<file path="src/sv/coo_sparse_matrix_vector_multiply_core_defines.svh">
// Assertion macros shared by the sparse matrix-vector core.
// Depends on nothing; the including module supplies i_clk and i_rst_n.
`ifndef COO_SPARSE_MATRIX_VECTOR_MULTIPLY_CORE_DEFINES_SVH
`define COO_SPARSE_MATRIX_VECTOR_MULTIPLY_CORE_DEFINES_SVH

// Same-cycle implication, checked outside reset.
`define COO_ASSERT_NOW(lbl, ante, cons, msg) \
    lbl: assert property (@(posedge i_clk) disable iff (!i_rst_n) (ante) |-> (cons)) \
        else $error(msg);

// Next-cycle implication, checked outside reset.
`define COO_ASSERT_NEXT(lbl, ante, cons, msg) \
    lbl: assert property (@(posedge i_clk) disable iff (!i_rst_n) (ante) |=> (cons)) \
        else $error(msg);

`endif

</file>
<file path="src/sv/coo_pkg.sv">
// Types, codes and constants of the COO sparse matrix-vector core.
// Used by coo_front, coo_queue, coo_back and the top level.
package coo_pkg;

    localparam int unsigned COO_VECTOR_SIZE = 1024;
    localparam int unsigned IDX_W           = 10;
    localparam int unsigned VLEN_W          = 11;
    localparam int unsigned VAL_W           = 32;
    localparam int unsigned ACC_W           = 48;
    localparam int unsigned Q_DEPTH         = 4;
    localparam int unsigned Q_PTR_W         = 2;
    localparam int unsigned Q_CNT_W         = 3;

    localparam logic [VLEN_W-1:0] VLEN_RESET = 11'd1024;

    localparam logic STATUS_OK  = 1'b0;
    localparam logic STATUS_ERR = 1'b1;

    typedef enum logic [1:0] {
        OP_LOAD_X = 2'd0,
        OP_LOAD_Y = 2'd1,
        OP_ACCUM  = 2'd2,
        OP_READ_Y = 2'd3
    } t_op;

    typedef enum logic [2:0] {
        K_ERROR,
        K_LOAD_X,
        K_LOAD_Y,
        K_ACCUM,
        K_READ
    } t_kind;

    typedef enum logic [2:0] {
        ST_IDLE,
        ST_EXEC,
        ST_MUL,
        ST_RND,
        ST_ACC
    } t_back_state;

    typedef struct packed {
        t_op                    op;
        logic [IDX_W-1:0]       row_index;
        logic [IDX_W-1:0]       col_index;
        logic signed [VAL_W-1:0] value;
    } t_item;

    typedef struct packed {
        logic                    status;
        logic [IDX_W-1:0]        y_index;
        logic signed [ACC_W-1:0] y_value;
    } t_result;

    // Classified request; for an error the offending index sits in row_index.
    typedef struct packed {
        t_kind                   kind;
        logic [IDX_W-1:0]        row_index;
        logic [IDX_W-1:0]        col_index;
        logic signed [VAL_W-1:0] value;
    } t_cmd;

endpackage

</file>
<file path="src/sv/coo_queue.sv">
// Short command queue between the front end and the execution unit.
// Uses t_cmd and the queue sizing constants from coo_pkg.
module coo_queue import coo_pkg::*; (
    input  logic i_clk,
    input  logic i_rst_n,
    input  logic i_push,
    input  t_cmd i_cmd,
    output logic o_full,
    input  logic i_pop,
    output logic o_valid,
    output t_cmd o_cmd
);

    t_cmd               r_slot [Q_DEPTH];
    logic [Q_PTR_W-1:0] r_wr_ptr;
    logic [Q_PTR_W-1:0] r_rd_ptr;
    logic [Q_CNT_W-1:0] r_count;

    assign o_full  = (r_count == Q_CNT_W'(Q_DEPTH));
    assign o_valid = (r_count != '0);
    assign o_cmd   = r_slot[r_rd_ptr];

    always_ff @(posedge i_clk) begin
        if (!i_rst_n) begin
            r_wr_ptr <= '0;
            r_rd_ptr <= '0;
            r_count  <= '0;
        end else begin
            if (i_push) begin
                r_wr_ptr <= r_wr_ptr + 1'b1;
            end
            if (i_pop) begin
                r_rd_ptr <= r_rd_ptr + 1'b1;
            end
            if (i_push && !i_pop) begin
                r_count <= r_count + 1'b1;
            end else if (i_pop && !i_push) begin
                r_count <= r_count - 1'b1;
            end
        end
    end

    always_ff @(posedge i_clk) begin
        if (i_push) begin
            r_slot[r_wr_ptr] <= i_cmd;
        end
    end

endmodule

</file>
<file path="config.mk">
export PLATFORM = sky130hd
export DESIGN_NAME = coo_queue
export DESIGN_NICKNAME = d
export VERILOG_FILES = /design/src/sv/coo_sparse_matrix_vector_multiply_core_defines.svh /design/src/sv/coo_pkg.sv /design/src/sv/coo_queue.sv
export SDC_FILE = /design/constraint.sdc
export NUM_CORES = 1
export LEC_CHECK = 0
export ABC_CLOCK_PERIOD_IN_PS = 4350
export BUFFER_PORTS_ARGS = -buffer_cell sky130_fd_sc_hd__clkbuf_2
export CAP_MARGIN = 20
export CELL_PAD_IN_SITES_DETAIL_PLACEMENT = 1
export CELL_PAD_IN_SITES_GLOBAL_PLACEMENT = 1
export CORE_UTILIZATION = 36
export CTS_CLUSTER_DIAMETER = 50
export DETAILED_ROUTE_END_ITERATION = 8
export HOLD_SLACK_MARGIN = 0.05
export PLACE_DENSITY_LB_ADDON = 0.1
export RECOVER_POWER = 100
export SLEW_MARGIN = 20
export SYNTH_ARGS = -nofsm -noshare
export SYNTH_HDL_FRONTEND = slang
export SYNTH_SLANG_ARGS = --single-unit
export TNS_END_PERCENT = 100
</file>
<file path="constraint.sdc">
create_clock -name i_clk -period 4.35 [get_ports i_clk]
set_clock_uncertainty 0.05 [all_clocks]
set_input_delay 0.87 -clock i_clk [delete_from_list [all_inputs] [get_ports i_clk]]
set_output_delay 0.87 -clock i_clk [all_outputs]
set_load 0.03 [all_outputs]
</file>
==> summary.txt <==
Logic synthesis
  – Yosys cell types: 21
  – Sequential fraction of the synthesis area: 80.3%
  – Post-Syn Instances: 330
  – Avg Inst Size Synth: 25.6 um2
  – FF+latch count, synth: 229
  – Top cell type's share of synthesized area: 78.2%
  – Synth Net Count: 395
  – Synth warn: 0
  – Mapped cell area: 8450 um2
  – Area contributors post-synth: edfxtp_1 (78%), mux4_2 (13%), dfxtp_1 (2.1%)
  – Yosys top cell by area: edfxtp_1

Route
  – Routed vias: 3769
  – Drt initial violations: 118
  – Wirelength, routed: 15800 um
  – TritonRoute pass-1 iters: 4
  – Vias per inst: 4.72
  – Wire length per cell: 19.7 um
  – DRC: 0
  – Antenna viol nets, final: 0

Placed design
  – RePlAce Congestion: 0.668
  – Port Buffers: 115
  – Dpl hpwl: 8590 um

Clocking
  – Cts hold-fix bufs: 0
  – Clock buffer count from CTS: 27
  – TritonCTS Sinks: 229
  – Clock transition at path regs: 50 ps
  – Latest clock arrival within the worst-skew pair: 510 ps
  – CTS max path bufs: 3
  – Post-CTS setup buffers: 0
  – Post_cts resized: 0
  – Htree depth: 1
  – Clk root buf: clkbuf_16
  – CTS tree: yes

Layout
  – Nets: 528
  – Layout cells sized above 1: 19.8%
  – Filler cells: 2189
  – P&R area growth vs syn: 18.8%

Critical path
  – Worst Path Buf+Inv: 1
  – Crit-path max FO: 55
  – CP Cell Sequence: clkbuf_1 > and2_1
  – Slowest cell on crit path: and2_1
  – Worst EP arrival: 3440 ps
  – R2R Setup Slk: 1040 ps
  – Worst EP required: 4360 ps
  – Setup crit start kind: primary input
  – Cell family with most CP delay: simple AND/OR/NAND/NOR gates
  – Setup Crit Path Kind: primary input to register
  – Crit path largest cell delay: 2280 ps
  – Critical Path Sink Type: register

Timing
  – Actual slew at the worst max-slew pin: 3050 ps
  – Fin. Hold Viols: 0
  – Final worst path period need: 3430 ps
  – # setup viols final: 0
  – Fin crit share: 78.9%
  – RSZ-0062 raised after global routing: no
  – Final max-slew violation count: 224
  – Max Clock Freq: 291 MHz
  – Relative slew slack: -104%
  – Setup TNS: 0 ps

Min path
  – Worst min-delay path class: register to register

Floorplanning
  – Die ar.: 24100 um2
  – CORE AREA: 22800 um2
  – # IOs: 116
  – Initial Util: 37.0%
  – Chip Width: 155 um
  – Row count: 55
  – Die Y: 155 um

Power and ir drop
  – Power consumption: 5.28 mW
  – Pwr Density: 526 nW/um2
  – Switch Pwr: 1.25 mW
  – Lkg Pwr: 3.12 nW
  – Seq pwr share: 49.3%
  – P_int: 4.04 mW
  – Max VDD drop: 268 uV
  – Clock power share: 40.8%
  – Comb power frac: 9.9%
  – Switching Fraction: 23.6%

Status
  – Status: complete, but fails checks
  – Violated checks: capacitance limit, slew limit

Global routing
  – Global-route wire length before repair: 24000 um
  – Global route total overflow: 0
  – Gr usage total: 13.4%
  – Largest net degree at the start of global routing: 56
  – Vias in the first global route: 4224
  – Initial antenna violation count: 2

Job
  – Max Cap Viol: 4
[worst register-to-register path, delay by kind of cell (launching register included)]
kind | cells | cell delay, ps
fa+ha+maj | 1 | 160
simple gates | 1 | 2210
flops | 1 | 400
[cell usage after synthesis]
master,number
nor3b_1,1
inv_1,4
o21ai_0,1
a21boi_0,1
buf_2,5
xnor2_1,2
dfxtp_1,9
nand2_1,1
edfxtp_1,220
mux4_2,50
or3_1,2
buf_12,5
buf_6,1
fa_1,1
and2_1,9
xor2_1,3
mux2i_1,2
ha_1,5
mux4_1,5
clkbuf_2,1
nor2b_1,2
[state kept, by name, indices dropped and copies added, names as in the netlist, named ones only]
name and cells:
r_count 3, r_rd_ptr 2, r_slot 220, r_wr_ptr 2
[power by group through the flow]
| stage | logic, mW | registers [mW] | clock network, mW |
|---|---|---|---|
| 2_1_floorplan | 0.432 | 2.60 | 0 |
| 3_3_place_gp | 0.561 | 2.64 | 0 |
| 3_5_place_dp | 0.567 | 2.65 | 0 |
| 4_1_cts | 0.569 | 2.60 | 2.21 |
| 5_1_grt | 0.563 | 2.62 | 2.29 |
| 6_report | 0.521 | 2.61 | 2.16 |
[metrics by stage]
stage | hold WS, ps | std cells | cell area [um2] | setup slack (ps) | util, %
floorplan | 417 | 330 | 8450 | 1710 | -
global placement | 442 | 747 | 9320 | 1450 | 40.8
detailed placement | 455 | 747 | 9320 | 1440 | 40.8
CTS | 465 | 797 | 10200 | 872 | 44.6
global route | 485 | 797 | 10000 | 620 | 43.9
finish | 461 | 799 | 10000 | 918 | 43.9
[worst paths after layout]
path	endpoint	depth (start not counted)	start
setup reg to reg	r_slot[1][13]	2	r_wr_ptr[0]
setup / recovery	r_slot[1][13]	2	i_push
hold / removal	r_count[2]	2	r_count[2]
hold reg to reg	r_count[2]	2	r_count[2]
[kinds of logic after synthesis]
| family | Yosys count | share of synthesized area [%] |
|---|---|---|
| DFF | 229 | 80.3 |
| muxes | 57 | 15.1 |
| buffers and inverters | 16 | 1.85 |
| and+or+nand+nor | 15 | 1.10 |
| adders and majority gates | 6 | 0.977 |
| xor gates and xnor gates | 5 | 0.518 |
| AOI/OAI and AO/OA | 2 | 0.148 |
[layer usage]
layer	part of all wire [%]	global-route usage (%)	vias to the layer above	wire length, um
met5	0	0	-	0
met3	5.6	3.59	22	881
met2	52	23.4	86	8200
met1	40	16.4	1982	6350
li1	-	-	1679	-
met4	2.2	3.92	0	343
[cell type report]
type | instances | area (um2) | share of cell area (%)
sequential | 229 | 6790 | 67.7
antenna | 2 | 5.00 | 0.0499
clock buffer | 37 | 743 | 7.40
tap | 313 | 392 | 3.90
multi-input combinational | 85 | 1510 | 15.0
clock inverter | 13 | 126 | 1.26
inverter | 4 | 15.0 | 0.150
timing repair buffer | 116 | 455 | 4.54
[placed cells by master (no fill, tap or decap), drive strengths merged]
cell type and n:
nor2b 2, clkbuf 152, or3 2, ha 5, mux4 55, buf 1
a21boi 1, and2 9, clkinvlp 2, edfxtp 220, o21ai 1, clkinv 7
inv 6, nor3b 1, dfxtp 9, diode 2, xnor2 2, nand2 1
mux2i 2, xor2 3, fa 1, bufinv 2
(Power assumes the default switching activity.)
