**src/sv/coo_sparse_matrix_vector_multiply_core_defines.svh**
```systemverilog
// Assertion macros shared by the sparse matrix-vector core.
// Depends on nothing; the including module supplies i_clk and i_rst_n.
`ifndef COO_SPARSE_MATRIX_VECTOR_MULTIPLY_CORE_DEFINES_SVH
`define COO_SPARSE_MATRIX_VECTOR_MULTIPLY_CORE_DEFINES_SVH

// Same-cycle implication, checked outside reset.
`define COO_ASSERT_NOW(lbl, ante, cons, msg) \
    lbl: assert property (@(posedge i_clk) disable iff (!i_rst_n) (ante) |-> (cons)) \
        else $error(msg);

// Next-cycle implication, checked outside reset.
`define COO_ASSERT_NEXT(lbl, ante, cons, msg) \
    lbl: assert property (@(posedge i_clk) disable iff (!i_rst_n) (ante) |=> (cons)) \
        else $error(msg);

`endif

```
**src/sv/coo_pkg.sv**
```systemverilog
// Types, codes and constants of the COO sparse matrix-vector core.
// Used by coo_front, coo_queue, coo_back and the top level.
package coo_pkg;

    localparam int unsigned COO_VECTOR_SIZE = 1024;
    localparam int unsigned IDX_W           = 10;
    localparam int unsigned VLEN_W          = 11;
    localparam int unsigned VAL_W           = 32;
    localparam int unsigned ACC_W           = 48;
    localparam int unsigned Q_DEPTH         = 4;
    localparam int unsigned Q_PTR_W         = 2;
    localparam int unsigned Q_CNT_W         = 3;

    localparam logic [VLEN_W-1:0] VLEN_RESET = 11'd1024;

    localparam logic STATUS_OK  = 1'b0;
    localparam logic STATUS_ERR = 1'b1;

    typedef enum logic [1:0] {
        OP_LOAD_X = 2'd0,
        OP_LOAD_Y = 2'd1,
        OP_ACCUM  = 2'd2,
        OP_READ_Y = 2'd3
    } t_op;

    typedef enum logic [2:0] {
        K_ERROR,
        K_LOAD_X,
        K_LOAD_Y,
        K_ACCUM,
        K_READ
    } t_kind;

    typedef enum logic [2:0] {
        ST_IDLE,
        ST_EXEC,
        ST_MUL,
        ST_RND,
        ST_ACC
    } t_back_state;

    typedef struct packed {
        t_op                    op;
        logic [IDX_W-1:0]       row_index;
        logic [IDX_W-1:0]       col_index;
        logic signed [VAL_W-1:0] value;
    } t_item;

    typedef struct packed {
        logic                    status;
        logic [IDX_W-1:0]        y_index;
        logic signed [ACC_W-1:0] y_value;
    } t_result;

    // Classified request; for an error the offending index sits in row_index.
    typedef struct packed {
        t_kind                   kind;
        logic [IDX_W-1:0]        row_index;
        logic [IDX_W-1:0]        col_index;
        logic signed [VAL_W-1:0] value;
    } t_cmd;

endpackage

```
**src/sv/coo_front.sv**
```systemverilog
// Front end: takes requests, holds the length register, checks indices
// and turns each request into a classified command. Uses coo_pkg.
module coo_front import coo_pkg::*; #(
    parameter int unsigned VECTOR_SIZE = COO_VECTOR_SIZE
) (
    input  logic              i_clk,
    input  logic              i_rst_n,
    input  logic              start,
    output logic              busy,
    input  t_item             i_item,
    input  logic              i_cfg_valid,
    input  logic [VLEN_W-1:0] i_cfg_data,
    input  logic              i_q_full,
    output logic              o_push,
    output t_cmd              o_cmd
);

    logic              r_valid;
    t_cmd              r_cmd;
    logic [VLEN_W-1:0] r_vlen;
    t_cmd              n_cmd;
    logic              accept;
    logic              row_ok;
    logic              col_ok;

    assign busy   = r_valid && i_q_full;
    assign accept = start && !busy;
    assign o_push = r_valid && !i_q_full;
    assign o_cmd  = r_cmd;

    // An index must lie below both the programmed length and the store depth.
    assign row_ok = ({1'b0, i_item.row_index} < r_vlen) &&
                    (32'(i_item.row_index) < 32'(VECTOR_SIZE));
    assign col_ok = ({1'b0, i_item.col_index} < r_vlen) &&
                    (32'(i_item.col_index) < 32'(VECTOR_SIZE));

    always_comb begin
        n_cmd.row_index = i_item.row_index;
        n_cmd.col_index = i_item.col_index;
        n_cmd.value     = i_item.value;
        n_cmd.kind      = K_ERROR;
        unique case (i_item.op)
            OP_LOAD_X: begin
                if (col_ok) begin
                    n_cmd.kind = K_LOAD_X;
                end else begin
                    n_cmd.row_index = i_item.col_index;
                end
            end
            OP_LOAD_Y: begin
                if (row_ok) begin
                    n_cmd.kind = K_LOAD_Y;
                end
            end
            OP_ACCUM: begin
                // The row is checked first and wins when both are bad.
                if (row_ok && col_ok) begin
                    n_cmd.kind = K_ACCUM;
                end else if (row_ok) begin
                    n_cmd.row_index = i_item.col_index;
                end
            end
            OP_READ_Y: begin
                if (row_ok) begin
                    n_cmd.kind = K_READ;
                end
            end
            default: begin
                n_cmd.kind = K_ERROR;
            end
        endcase
    end

    always_ff @(posedge i_clk) begin
        if (!i_rst_n) begin
            r_valid <= 1'b0;
            r_vlen  <= VLEN_RESET;
        end else begin
            if (i_cfg_valid) begin
                r_vlen <= i_cfg_data;
            end
            if (accept) begin
                r_valid <= 1'b1;
            end else if (o_push) begin
                r_valid <= 1'b0;
            end
        end
    end

    always_ff @(posedge i_clk) begin
        if (accept) begin
            r_cmd <= n_cmd;
        end
    end

endmodule

```
**config.mk**
```make
export PLATFORM = sky130hd
export DESIGN_NAME = coo_front
export DESIGN_NICKNAME = d
export VERILOG_FILES = /design/src/sv/coo_sparse_matrix_vector_multiply_core_defines.svh /design/src/sv/coo_pkg.sv /design/src/sv/coo_front.sv
export SDC_FILE = /design/constraint.sdc
export NUM_CORES = 1
export LEC_CHECK = 0
export ABC_AREA = 1
export BUFFER_PORTS_ARGS = -buffer_cell sky130_fd_sc_hd__buf_4
export CAP_MARGIN = 0
export CELL_PAD_IN_SITES_DETAIL_PLACEMENT = 1
export CELL_PAD_IN_SITES_GLOBAL_PLACEMENT = 1
export CORE_ASPECT_RATIO = 1.5
export CORE_UTILIZATION = 32
export DETAILED_ROUTE_END_ITERATION = 7
export GPL_ROUTABILITY_DRIVEN = 1
export PLACE_DENSITY_LB_ADDON = 0.05
export SLEW_MARGIN = 20
export SYNTH_ARGS = -nofsm -noshare
export SYNTH_HDL_FRONTEND = slang
export SYNTH_SLANG_ARGS = --single-unit
```
**constraint.sdc**
```tcl
create_clock -name i_clk -period 3.3 [get_ports i_clk]
set_clock_uncertainty 0.1 [all_clocks]
set_input_delay 0.33 -clock i_clk [delete_from_list [all_inputs] [get_ports i_clk]]
set_output_delay 0.33 -clock i_clk [all_outputs]
set_load 0.005 [all_outputs]
```
==> out/results.tsv <==
metric	value	unit
PostCTS Resize Cnt	0	
DR WL met2	3980	um
CTS tree	built	
Post-CTS Hold Buffers	0	
M1 WL	3400	um
post-DR vias/cell	4.58	
Adder-Cell Fraction of Synth Area	0.0711	
hold endpoint	o_cmd[19]	
Post-DP HPWL	6320	um
status	complete, no violations	
Power Density	488	nW/um^2
FF-to-FF setup slack	1030	ps
synthesized flop and latch total	67	
Pleak	2.18	nW
uppermost routed layer	met4	
Reg clk slew, reported paths	60	ps
H-tree depth	3	
1st-iter DRT viols	74	
Layout Nets	542	
die width	83.2	um
synthesized area per cell	9.81	sq um
Setup crit start kind	flop	
Syn Inst Count	323	
Worst Hold Path Cells	1	
commonest non-fill, non-tap cell in the layout	buf_4	
Fillers	1121	
Placement Rows	44	
setup violators final	0	
Hold Crit Class	in -> reg	
Via Count	2631	
Buffers on Ports	126	
P&R area growth vs syn	42.2	%
DR WL met3	401	um
DR pass1 iterations	4	
critical path required time	3280	ps
initial antenna violation count	0	
max-slew violations	0	
Max Cap Viol	0	
final WL	7960	um
die area	10300	sq um
min Tclk post-route	2270	ps
Total GRT Usage	0.164	
Root Buffer	clkbuf_16	
Overflow after GRT	0	
Slew headroom	0.461	
multiplexer share of the synthesized area	0	
Worst VDD drop	0.255	mV
layout cell share with drive strength beyond 1	0.346	
post-synthesis sequential area ratio	0.597	
placer congestion estimate	0.757	
post-synthesis cell type count	27	
CTS Buf Count	9	
ant diodes	0	
Crit. End Element	flop	
routed length per instance	13.9	um
core area	9630	sq um
main combinational cell family by area after synthesis	simple AND/OR/NAND/NOR gates	
reg2reg start	r_vlen[2]	
fmax	440	MHz
Reg2Reg Depth	10	
Initial Utilization	0.329	
postcts setup bufs	0	
RSZ-0062 raised after global routing	no	
most frequent cells in the layout	buf_4 (127), nand2_1 (98), edfxtp_1 (55)	
min-delay src	i_item[19]	
setup TNS	0	ps
placed cells	558	
WS Path Type	reg -> reg	
crit-path max FO	21	
Slew @ Worst Pin	805	ps
Clock Latency Late Sink	330	ps
vias in the first global route	2639	
largest net degree at the start of global routing	29	
post-synthesis simple-gate area fraction	0.190	
Synth Area in XOR/XNOR	0	
final hold vios	0	
DRT antenna net count	0	
Finished Layout Cells	574	
CTS Buffer Depth	2	
Final Cycle Share	0.689	
fraction of the mapped netlist area in compound gates	0.0616	
die height	124	um
Netlist Area Pre-Place	3170	sq um
global-route wire length before repair	13000	um
RR Endpoint	o_cmd[46]	
# DRC	0	
Yosys Warn Count	0	
Sink Count	67	
Arrival @ worst endpoint	2260	ps
IO Pins	127	
syn_nets	411	
critical path, stage by stage (launching register included):
cell	delay (ps)
dfxtp_1	300
inv_1	60
ha_1	290
a21oi_1	150
nand2_1	100
nand2_1	90
nand3_2	360
inv_2	350
nand2_1	80
o21ai_0	80
nand2_1	60
through the flow:
step | instance area (sq um) | utilization | power (W) | setup WS (ps) | hold slack, ps
after floorplan | 3170 | - | 0.00118 | 899 | 329
after global placement | 4240 | 0.440 | 0.00136 | 915 | 374
after detailed placement | 4240 | 0.440 | 0.00137 | 871 | 389
after CTS | 4510 | 0.468 | 0.00224 | 970 | 64.1
after global routing | 4510 | 0.468 | 0.00231 | 701 | 64.1
final | 4510 | 0.468 | 0.00220 | 1030 | 76.7
how the worst max path moves through the flow:
stage	from	endpoint	slack, ps
after floorplan	i_q_full	o_cmd[0]	900
after global placement	i_item[34]	o_cmd[43]	920
after detailed placement	i_item[34]	o_cmd[46]	870
after CTS	r_vlen[2]	o_cmd[46]	970
after global routing	r_vlen[2]	o_cmd[46]	700
final	r_vlen[2]	o_cmd[46]	1030
layer usage:
metal,up-vias,global-route usage
li1,1318,-
met1,1211,0.201
met2,91,0.278
met3,11,0.0318
met4,0,0.0787
met5,-,0
cell usage after synthesis (all sizes together):
| library cell | instances | area [sq um] |
|---|---|---|
| edfxtp | 55 | 1650 |
| nor2 | 16 | 80.1 |
| a21oi | 14 | 73.8 |
| o21ai | 14 | 70.1 |
| o211ai | 1 | 7.51 |
| ha | 18 | 225 |
| inv | 54 | 203 |
| nand3 | 23 | 125 |
| clkbuf | 3 | 11.3 |
| nor4 | 1 | 6.26 |
| dfxtp | 12 | 240 |
| o22ai | 4 | 25.0 |
| buf | 5 | 38.8 |
| a21boi | 2 | 18.8 |
| nand2 | 101 | 392 |
registers in the layout, indices dropped and copies added (netlist names):
signal / count
r_valid: 1
r_vlen: 11
o_cmd: 55
report_power, final:
group	switching (W)	total, W	internal (W)
combinational	0.000179	0.000347	0.000168
sequential	0.0000159	0.000999	0.000983
clock	0.000349	0.000853	0.000504
total	0.000545	0.00220	0.00165
layout make-up:
| class | count | area [sq um] | share of cell area |
|---|---|---|---|
| timing repair buffer | 128 | 973 | 0.216 |
| sequential | 67 | 1890 | 0.420 |
| clock inverter | 5 | 30.0 | 0.00666 |
| tap | 115 | 144 | 0.0319 |
| multi-input combinational | 194 | 1030 | 0.229 |
| clock buffer | 11 | 233 | 0.0517 |
| inverter | 54 | 203 | 0.0450 |
cells by family after synthesis:
| family | Yosys count |
|---|---|
| AO/OA/AOI/OAI | 35 |
| adder cells (fa/ha/maj) | 18 |
| buffers and inverters | 62 |
| flip-flops | 67 |
| AND/OR/NAND/NOR | 141 |
Note: power is estimated with default switching activity, not from simulation.
